`config.mk`:
```
export PLATFORM = sky130hd
export DESIGN_NAME = spsc_ring_queue_with_drop_count_core
export DESIGN_NICKNAME = d
export VERILOG_FILES = /design/src/rtl/srq_pkg.sv /design/src/rtl/srq_ram.sv /design/src/rtl/srq_front.sv /design/src/rtl/srq_back.sv /design/src/rtl/spsc_ring_queue_with_drop_count_core.sv
export SDC_FILE = /design/constraint.sdc
export NUM_CORES = 1
export LEC_CHECK = 0
export ABC_AREA = 1
export BUFFER_PORTS_ARGS = -buffer_cell sky130_fd_sc_hd__buf_2
export CORE_AREA = 4 4 365 367
export DETAILED_ROUTE_END_ITERATION = 10
export DIE_AREA = 0 0 369 371
export PLACE_DENSITY = 0.41
export SYNTH_ARGS = -nofsm -noshare
export SYNTH_HDL_FRONTEND = slang
export SYNTH_SLANG_ARGS = --single-unit
```
`constraint.sdc`:
```
create_clock -name clk_i -period 20.1 [get_ports clk_i]
set_input_delay 2.01 -clock clk_i [delete_from_list [all_inputs] [get_ports clk_i]]
set_output_delay 2.01 -clock clk_i [all_outputs]
set_load 0.02 [all_outputs]
```
`src/rtl/srq_pkg.sv`:
```
// ----------------------------------------------------------------------------
// Ring queue package
// Types, codes and defaults shared by the ring queue modules.
// ----------------------------------------------------------------------------
package srq_pkg;

  localparam int unsigned SlotsDefault      = 16;
  localparam int unsigned EntryWidthDefault = 32;
  localparam int unsigned MaxEntryWidth     = 64;
  localparam int unsigned WordW             = 32;
  localparam int unsigned CountW            = 4;

  typedef enum logic [1:0] {
    CMD_TRY   = 2'd0,
    CMD_OVR   = 2'd1,
    CMD_DRAIN = 2'd2
  } srq_cmd_e;

  typedef enum logic [1:0] {
    KIND_ENQ   = 2'd0,
    KIND_ENTRY = 2'd1,
    KIND_EMPTY = 2'd2
  } srq_kind_e;

  typedef enum logic {
    ST_IDLE  = 1'b0,
    ST_DRAIN = 1'b1
  } srq_state_e;

  typedef struct packed {
    logic [1:0]       cmd;
    logic [WordW-1:0] entry_in;
  } srq_in_req_t;

  typedef struct packed {
    logic [1:0]        kind;
    logic              accepted;
    logic [WordW-1:0]  entry_out;
    logic [WordW-1:0]  dropped_count;
    logic [CountW-1:0] processed_count;
    logic [WordW-1:0]  write_count;
    logic              last;
  } srq_out_req_t;

  typedef struct packed {
    srq_cmd_e         op;
    logic [WordW-1:0] entry;
  } srq_op_req_t;

endpackage

```
`src/rtl/srq_ram.sv`:
```
// ----------------------------------------------------------------------------
// Ring queue RAM
// Simple dual-port RAM, one write port, one registered read port.
// ----------------------------------------------------------------------------
module srq_ram #(
  parameter int unsigned Width = 32,
  parameter int unsigned Depth = 16
) (
  input  logic                     clk_i,
  input  logic                     we_i,
  input  logic [$clog2(Depth)-1:0] waddr_i,
  input  logic [Width-1:0]         wdata_i,
  input  logic [$clog2(Depth)-1:0] raddr_i,
  output logic [Width-1:0]         rdata_o
);

  logic [Width-1:0] mem [Depth];
  logic [Width-1:0] rdata_q;

  always_ff @(posedge clk_i) begin
    if (we_i) begin
      mem[waddr_i] <= wdata_i;
    end
    rdata_q <= mem[raddr_i];
  end

  assign rdata_o = rdata_q;

endmodule

```
`src/rtl/srq_front.sv`:
```
// ----------------------------------------------------------------------------
// Ring queue front end
// Accepts requests, drops unused commands, buffers operations in a
// two-entry queue for the back end.
// ----------------------------------------------------------------------------
module srq_front (
  input  logic                clk_i,
  input  logic                rst_ni,
  input  logic                in_valid_i,
  output logic                in_ready_o,
  input  srq_pkg::srq_in_req_t in_req_i,
  output logic                op_valid_o,
  input  logic                op_ready_i,
  output srq_pkg::srq_op_req_t op_req_o
);

  localparam logic [1:0] QueueFull = 2'd2;

  srq_pkg::srq_op_req_t slot_q [2];
  logic [1:0] cnt_q, cnt_d;
  logic       wr_q, rd_q;
  logic       keep, push, pop;

  always_comb begin
    unique case (in_req_i.cmd) inside
      srq_pkg::CMD_TRY, srq_pkg::CMD_OVR, srq_pkg::CMD_DRAIN: keep = 1'b1;
      default: keep = 1'b0;
    endcase
  end

  assign in_ready_o = (cnt_q != QueueFull);
  assign push       = in_valid_i && in_ready_o && keep;
  assign op_valid_o = (cnt_q != 2'd0);
  assign pop        = op_valid_o && op_ready_i;
  assign op_req_o   = slot_q[rd_q];
  assign cnt_d      = cnt_q + {1'b0, push} - {1'b0, pop};

  always_ff @(posedge clk_i or negedge rst_ni) begin
    if (!rst_ni) begin
      cnt_q <= '0;
      wr_q  <= 1'b0;
      rd_q  <= 1'b0;
    end else begin
      cnt_q <= cnt_d;
      if (push) begin
        wr_q <= ~wr_q;
      end
      if (pop) begin
        rd_q <= ~rd_q;
      end
    end
  end

  always_ff @(posedge clk_i) begin
    if (push) begin
      slot_q[wr_q].op    <= srq_pkg::srq_cmd_e'(in_req_i.cmd);
      slot_q[wr_q].entry <= in_req_i.entry_in;
    end
  end

endmodule

```
`src/rtl/srq_back.sv`:
```
// ----------------------------------------------------------------------------
// Ring queue back end
// Executes enqueues and drains against the entry RAM, keeps head, read
// index and drop counter, and holds the result register.
// ----------------------------------------------------------------------------
module srq_back #(
  parameter int unsigned Slots      = srq_pkg::SlotsDefault,
  parameter int unsigned EntryWidth = srq_pkg::EntryWidthDefault
) (
  input  logic                 clk_i,
  input  logic                 rst_ni,
  input  logic                 op_valid_i,
  output logic                 op_ready_o,
  input  srq_pkg::srq_op_req_t op_req_i,
  output logic                 out_valid_o,
  input  logic                 out_ready_i,
  output srq_pkg::srq_out_req_t out_req_o
);

  localparam int unsigned IdxW  = $clog2(Slots);
  localparam int unsigned WordW = srq_pkg::WordW;
  localparam int unsigned ExtW  = srq_pkg::MaxEntryWidth;

  srq_pkg::srq_state_e   state_q, state_d;
  srq_pkg::srq_out_req_t out_q, out_d;
  logic                  out_valid_q, out_valid_d;
  logic [WordW-1:0]      head_q, head_d;
  logic [WordW-1:0]      drop_q, drop_d;
  logic [WordW-1:0]      snap_q, snap_d;
  logic [IdxW-1:0]       rd_idx_q, rd_idx_d;
  logic [srq_pkg::CountW-1:0] cnt_q, cnt_d;

  logic                  out_adv, pop, ram_we;
  logic [IdxW-1:0]       h, nxt, nt;
  logic [EntryWidth-1:0] ram_wdata, ram_rdata;
  logic [ExtW-1:0]       wide_in, wide_rd;

  assign h          = head_q[IdxW-1:0];
  assign nxt        = h + IdxW'(1);
  assign nt         = rd_idx_q + IdxW'(1);
  assign out_adv    = !out_valid_q || out_ready_i;
  assign op_ready_o = (state_q == srq_pkg::ST_IDLE) && out_adv;
  assign pop        = op_valid_i && op_ready_o;
  assign wide_in    = ExtW'(op_req_i.entry);
  assign ram_wdata  = wide_in[EntryWidth-1:0];
  assign wide_rd    = ExtW'(ram_rdata);

  srq_ram #(
    .Width(EntryWidth),
    .Depth(Slots)
  ) u_ram (
    .clk_i  (clk_i),
    .we_i   (ram_we),
    .waddr_i(h),
    .wdata_i(ram_wdata),
    .raddr_i(rd_idx_d),
    .rdata_o(ram_rdata)
  );

  always_comb begin
    state_d = state_q;
    unique case (state_q)
      srq_pkg::ST_IDLE: begin
        if (pop && op_req_i.op == srq_pkg::CMD_DRAIN && rd_idx_q != h) begin
          state_d = srq_pkg::ST_DRAIN;
        end
      end
      srq_pkg::ST_DRAIN: begin
        if (out_adv && nt == h) begin
          state_d = srq_pkg::ST_IDLE;
        end
      end
      default: state_d = srq_pkg::ST_IDLE;
    endcase
  end

  always_comb begin
    head_d      = head_q;
    drop_d      = drop_q;
    snap_d      = snap_q;
    rd_idx_d    = rd_idx_q;
    cnt_d       = cnt_q;
    ram_we      = 1'b0;
    out_valid_d = out_valid_q && !out_ready_i;
    out_d       = out_q;
    unique case (state_q)
      srq_pkg::ST_IDLE: begin
        if (pop) begin
          out_valid_d = 1'b1;
          out_d       = '0;
          out_d.last  = 1'b1;
          case (op_req_i.op)
            srq_pkg::CMD_TRY: begin
              out_d.kind = srq_pkg::KIND_ENQ;
              if (nxt == rd_idx_q) begin
                drop_d            = drop_q + WordW'(1);
                out_d.write_count = head_q;
              end else begin
                ram_we            = 1'b1;
                head_d            = WordW'(nxt);
                out_d.accepted    = 1'b1;
                out_d.write_count = WordW'(nxt);
              end
            end
            srq_pkg::CMD_OVR: begin
              ram_we            = 1'b1;
              head_d            = head_q + WordW'(1);
              out_d.kind        = srq_pkg::KIND_ENQ;
              out_d.accepted    = 1'b1;
              out_d.write_count = head_q + WordW'(1);
            end
            srq_pkg::CMD_DRAIN: begin
              snap_d = drop_q;
              drop_d = '0;
              cnt_d  = '0;
              if (rd_idx_q == h) begin
                out_d.kind          = srq_pkg::KIND_EMPTY;
                out_d.dropped_count = drop_q;
              end else begin
                out_valid_d = 1'b0;
              end
            end
            default: out_valid_d = 1'b0;
          endcase
        end
      end
      srq_pkg::ST_DRAIN: begin
        if (out_adv) begin
          out_valid_d           = 1'b1;
          out_d                 = '0;
          out_d.kind            = srq_pkg::KIND_ENTRY;
          out_d.entry_out       = wide_rd[WordW-1:0];
          out_d.dropped_count   = snap_q;
          out_d.processed_count = cnt_q + srq_pkg::CountW'(1);
          out_d.last            = (nt == h);
          cnt_d                 = cnt_q + srq_pkg::CountW'(1);
          rd_idx_d              = nt;
        end
      end
      default: ;
    endcase
  end

  always_ff @(posedge clk_i or negedge rst_ni) begin
    if (!rst_ni) begin
      state_q     <= srq_pkg::ST_IDLE;
      out_valid_q <= 1'b0;
      head_q      <= '0;
      drop_q      <= '0;
      rd_idx_q    <= '0;
      cnt_q       <= '0;
    end else begin
      state_q     <= state_d;
      out_valid_q <= out_valid_d;
      head_q      <= head_d;
      drop_q      <= drop_d;
      rd_idx_q    <= rd_idx_d;
      cnt_q       <= cnt_d;
    end
  end

  always_ff @(posedge clk_i) begin
    out_q  <= out_d;
    snap_q <= snap_d;
  end

  assign out_valid_o = out_valid_q;
  assign out_req_o   = out_q;

endmodule

```
`src/rtl/spsc_ring_queue_with_drop_count_core.sv`:
```
// ----------------------------------------------------------------------------
// Ring queue with drop count
// Top level: front end with request queue, back end with entry RAM.
// ----------------------------------------------------------------------------
// Requests enter a two-entry queue and are executed in order by the back end.
// Enqueues (try or overwrite) stream at one per cycle while the output is
// not stalled. A drain of a non-empty ring first fetches the oldest entry
// through the registered read port of the entry RAM, then returns one entry
// per cycle while the output is not stalled; a drain of an empty ring
// returns a single empty reply. Command code 3 is accepted and discarded.
module spsc_ring_queue_with_drop_count_core #(
  parameter int unsigned SLOTS       = srq_pkg::SlotsDefault,
  parameter int unsigned ENTRY_WIDTH = srq_pkg::EntryWidthDefault
) (
  input  logic                  clk_i,
  input  logic                  rst_ni,
  input  logic                  in_valid_i,
  output logic                  in_ready_o,
  input  srq_pkg::srq_in_req_t  in_req_i,
  output logic                  out_valid_o,
  input  logic                  out_ready_i,
  output srq_pkg::srq_out_req_t out_req_o
);

  logic                 op_valid, op_ready;
  srq_pkg::srq_op_req_t op_req;

  srq_front u_front (
    .clk_i     (clk_i),
    .rst_ni    (rst_ni),
    .in_valid_i(in_valid_i),
    .in_ready_o(in_ready_o),
    .in_req_i  (in_req_i),
    .op_valid_o(op_valid),
    .op_ready_i(op_ready),
    .op_req_o  (op_req)
  );

  srq_back #(
    .Slots     (SLOTS),
    .EntryWidth(ENTRY_WIDTH)
  ) u_back (
    .clk_i      (clk_i),
    .rst_ni     (rst_ni),
    .op_valid_i (op_valid),
    .op_ready_o (op_ready),
    .op_req_i   (op_req),
    .out_valid_o(out_valid_o),
    .out_ready_i(out_ready_i),
    .out_req_o  (out_req_o)
  );

endmodule

```
==> run summary, run 1 <==
initial antenna violation count = 1
grt ovf = 0
Overall Global Routing Usage = 15.02%
overall power = 0.006684 W
Critical Path AT = 5.95 ns
DRC = 0
#FFs+latches synth = 826
RSZ-0062 raised after global routing = false
routability cong. = 0.7879
Crit path required time = 20.68 ns
Synth cell types = 37
slowest CP cell = buf_4
yosys synthesis warning count = 0
CP Max Fanout = 116
Final Cycle Share = 26.70%
Die Span Y = 371 um
cell leakage power = 17.49 nW
DR iter-0 viols = 1444
WL per Instance = 18.60 um
Setup Skew = 0.05495 ns
CTS tree = yes
Layout fillers = 13390
Levels on crit path = 12
CTS sink count = 826
total wire length = 103600 um
slowest stage delay, CP = 0.90 ns
max cap viols = 0
clk_lat worst skew = 0.71 ns
DR pass1 iterations = 5
Power Density = 159.0 nW/um^2
Die Wd = 369 um
final design utilization = 32.46%
CP most frequent cell = nand2_1
Resize count post-CTS = 0
CP Capture Type = flop
via count = 24470
maximum number of pins on one net before global-route repair = 117
Syn Area/Cell = 9.989 um^2
Port-buffer cells = 143
CTS Buf Count = 96
ratio of cells with drive above 1 in the final layout = 10.46%
Syn Inst Count = 3623
first-pass GRT wire length = 156800 um
Core Region = 129500 um^2
Fmax = 186.4 MHz
sequential standard cell area = 24100 um^2
CP cell instances = buf_2 -> inv_1 -> nand2_1 -> nand2_1 -> nand2_4 -> nand2_8 -> buf_4 -> nand2_1 -> nand3_1 -> nand3_1 -> nand3_1 -> nand2_1
Hold Fails Final Rpt = 0
Final Max Tran Viols = 0
HP Class = reg2reg
Crit Path Class = in2reg
Setup WS pre-CTS = 14.00 ns
CTS clk-pin slew, worst paths = 0.06 ns
hold_ws = 0.4924 ns
level count of the clock H-tree = 3
Slew HR = 27.77%
vias in the first global route = 23930
area added between synthesis and finish = 16.15%
post-route setup TNS = 0 ns
Top Ports = 144
clock root cell = clkbuf_16
vias per cell = 4.396
dpl hpwl = 59810 um
crit-path leading delay family = simple AND/OR/NAND/NOR gates
Critical path buffers and inverters = 3
syn_nets = 3670
Rows = 132
antenna viol nets, final = 0
most common cell after layout, fill and taps aside = nand2_1
CTS Buffer Depth = 3
min Tclk post-route = 5.366 ns
status = finished, final reports clean
Min-Delay Path Depth = 2
Final setup viols = 0
Critical Path Source Type = input port
Final WS setup = 14.73 ns
fin nets = 3787
most frequent cells in the layout = nand2_1 (907), nand3_1 (732), edfxtp_1 (716), inv_1 (633), buf_2 (142)
worst-margin pin slew = 1.083 ns
reg2reg path depth = 9
Seq/Total Area, Yosys = 66.57%
worst vdd ir = 0.1159 mV
multi-input logic area = 9096 um^2
setup bufs post-CTS = 0
Initial Util = 27.95%
hold_buf cts = 0
Cell Area, Synth = 36190 um^2
DIE AREA = 136900 um^2
## metal layers
metal	track usage, %	routed length [um]	up-vias	part of all wire, %
met5	0	0	-	0
met4	3.689	2239	0	2.2
met3	2.354	4122	133	4.0
met2	24.76	48670	467	47
met1	20.72	48540	11820	47
li1	-	-	12050	-
## Yosys cell counts
cell,number,area [um^2]
nor2_4,2,22.52
buf_6,3,33.78
edfxtp_1,716,21500
and3_1,1,6.260
ha_1,9,112.6
nand3_2,1,10.01
nand2_1,911,3420
xnor2_1,7,61.31
nor2_1,143,536.8
o22ai_1,1,6.260
o21ai_0,29,145.1
o21ai_1,30,150.1
nand2_2,5,31.28
inv_1,634,2380
dfrtp_1,78,1952
xor2_4,1,27.53
nand4_1,4,25.02
nor2_8,1,20.02
nor3_4,1,16.27
clkinv_1,2,7.510
nand3_1,734,3674
buf_4,5,37.54
nor2_2,3,18.77
nor3_1,15,75.07
nand3b_1,2,15.01
o21ai_2,3,26.28
buf_2,87,435.4
buf_1,10,37.54
clkbuf_1,68,255.2
nand2_4,1,11.26
or2_2,9,56.30
xor2_2,1,16.27
dfxtp_1,32,640.6
xor2_1,15,131.4
a21oi_1,50,250.2
a21oi_4,1,16.27
inv_2,8,30.03
## registers in the layout, indices dropped and copies added (netlist names)
register and flops:
u_front.cnt_q 2, u_front.wr_q 1, u_back.u_ram.mem 512, u_back.out_req_o 104
u_back.state_q 1, u_back.head_q 32, u_back.drop_q 32, u_back.rd_idx_q 4
u_front.slot_q 68, u_front.rd_q 1, u_back.cnt_q 4, u_back.u_ram.rdata_o 32
u_back.snap_q 32, u_back.out_valid_o 1
## logic make-up after synthesis
kind of cell	synth area share, %
AOI/OAI and AO/OA	1.642
xor gates and xnor gates	0.6535
adders and majority gates	0.3112
buffers and inverters	8.889
DFF	66.57
and+or+nand+nor	21.93
## worst paths after layout
check / endpoint / from / slack (ns)
setup / recovery: u_back.u_ram.rdata_o[5] / out_ready_i / 14.73
hold / removal: u_back.out_req_o[92] / u_back.u_ram.rdata_o[23] / 0.49
setup reg to reg: u_back.u_ram.rdata_o[5] / u_back.state_q / 15.57
hold reg to reg: u_back.out_req_o[92] / u_back.u_ram.rdata_o[23] / 0.49
max in group asynchronous: u_back.state_q / rst_ni / 17.63
min in group asynchronous: u_back.drop_q[22] / rst_ni / 1.16
## through the flow
step	instance area [um^2]	std cells
after global placement	38880	5384
final	42040	5567
after floorplan	36190	3623
after CTS	42030	5566
after detailed placement	38880	5384
after global routing	42030	5566
## worst register-to-register path, delay by kind of cell, from the launching register on
family	cells	cell delay, ns
AND/OR/NAND/NOR	8	2.68
flip-flops	1	0.72
buffers and inverters	1	1.02
## where the power goes
part           switching, W  internal [W]
sequential         0.000150       0.00235
combinational       0.00185      0.000588
clock              0.000738       0.00101
## layout make-up
| class | instances | area share, % |
|---|---|---|
| Antenna cell | 1 | 0.005953 |
| Timing Repair Buffer | 192 | 2.584 |
| Sequential cell | 826 | 57.33 |
| Clock inverter | 47 | 1.256 |
| Clock buffer | 135 | 6.254 |
| Multi-Input combinational cell | 1980 | 21.64 |
| Inverter | 644 | 5.751 |
| Tap cell | 1742 | 5.185 |
(Power assumes the default switching activity.)
==> run 2, diff against run 1 <==
Clock period 20.1 ns to 5.1 ns, I/O delays scaled along.
==> run summary, run 2 (synthesis results as in run 1) <==
Hold Fails Final Rpt = 0
fin nets = 3827
CP Max Fanout = 43
Setup WS pre-CTS = 1.542 ns
total wire length = 104300 um
ANT cells = 0
CTS Buffer Depth = 3
Die Span Y = 371 um
Setup Skew = 0.02420 ns
antenna viol nets, final = 0
min Tclk post-route = 3.520 ns
worst-margin pin slew = 0.9773 ns
Initial Util = 27.95%
grt ovf = 0
post-route setup TNS = 0 ns
dpl hpwl = 56440 um
CTS clk-pin slew, worst paths = 0.06 ns
Crit path required time = 5.45 ns
Slew HR = 34.85%
vias per cell = 4.354
DR iter-0 viols = 1605
first-pass GRT wire length = 158000 um
Fmax = 284.1 MHz
RSZ-0062 raised after global routing = false
Critical Path Source Type = flop
Finished Cell Area = 42510 um^2
Power Density = 623.1 nW/um^2
CTS tree = yes
CTS Buf Count = 98
Port-buffer cells = 143
overall power = 0.02649 W
Final setup viols = 0
Top reg by flops = u_back.u_ram.mem
vias in the first global route = 24150
routability cong. = 0.7890
DRC = 0
ratio of cells with drive above 1 in the final layout = 10.56%
worst vdd ir = 0.4756 mV
level count of the clock H-tree = 3
Critical Path AT = 3.87 ns
CTS sink count = 826
area added between synthesis and finish = 17.46%
Crit Path Class = reg2reg
clock root cell = clkbuf_16
DR pass1 iterations = 5
initial antenna violation count = 1
Final Cycle Share = 69.02%
max cap viols = 0
clk_lat worst skew = 0.69 ns
final design utilization = 32.83%
via count = 24410
status = finished, final reports clean
cell leakage power = 17.71 nW
Final WS setup = 1.580 ns
CP Capture Type = flop
most frequent cells in the layout = nand2_1 (907), nand3_1 (732), edfxtp_1 (716), inv_1 (633), buf_2 (142)
Overall Global Routing Usage = 15.27%
Core Region = 129500 um^2
Die Wd = 369 um
HP Class = in2reg
Rows = 132
max reg flops = 512
DIE AREA = 136900 um^2
most common cell after layout, fill and taps aside = nand2_1
Final Max Tran Viols = 0
Resize count post-CTS = 0
WL per Instance = 18.60 um
DP Area = 39010 um^2
maximum number of pins on one net before global-route repair = 124
Top Ports = 144
==> run 2: cell types whose count changed in the layout (fill, tap and decap cells not counted), sizes merged <==
cell,delta
diode,-1
dlygate4sd3,+33
buf,+5
clkbuf,+8
clkinvlp,-2
clkinv,-5
==> run 2: area by class of cell <==
class / instances / area (um^2)
fillers: 13380 / 86970
flip-flops and latches: 826 / 24100
multi-input cells: 1980 / 9087
clock buffers: 143 / 2783
inverters: 644 / 2417
well taps: 1742 / 2180
repair buffers: 230 / 1554
clock inverters: 40 / 390.4
==> run 2: worst paths after layout <==
kind	from	to	slack (ns)	depth (start not counted)
setup / recovery	u_back.state_q	u_back.u_ram.mem[15][22]	1.58	8
min in group asynchronous	rst_ni	u_back.drop_q[5]	0.46	2
hold / removal	in_req_i[9]	u_front.slot_q[1][9]	0.06	1
hold reg to reg	u_back.u_ram.rdata_o[1]	u_back.out_req_o[70]	0.50	2
setup reg to reg	u_back.state_q	u_back.u_ram.mem[15][22]	1.58	8
max in group asynchronous	rst_ni	u_back.state_q	3.72	3
==> run 2: through the flow <==
| stage | hold WS, ns | std cells |
|---|---|---|
| 2_1_floorplan | 0.2144 | 3623 |
| 3_3_place_gp | 0.4829 | 5389 |
| 3_5_place_dp | 0.4943 | 5389 |
| 4_1_cts | 0.001796 | 5605 |
| 5_1_grt | 0.02659 | 5605 |
| 6_report | 0.06268 | 5605 |
==> run 2: layer usage <==
metal	share of wire (%)	routed length (um)	global-route usage, %
met5	0	0	0
met2	46	48050	25.12
met4	2.1	2166	3.810
met3	3.9	4036	2.321
met1	48	50010	21.15
==> run 2: timing repair <==
item | CTS | global route
hold buffers | 33 | 0
hold endpoints to repair | 115 | 0
buffers inserted | 0 | 0
==> run 2: worst max-delay path, cell delays in order, from the launching register on <==
cell and delay [ns]:
dfrtp_4 0.73, inv_1 0.23, nand2_1 0.16, nor2_2 0.26, nand2_1 0.11, clkinv_1 0.08, nand2_2 0.52, nor2_4 0.68
buf_4 0.38
==> run 2: report_power, final <==
group          switching, W  total [W]  internal, W
registers          0.000561    0.00980      0.00924
logic               0.00728    0.00975      0.00247
clock network       0.00282    0.00694      0.00413
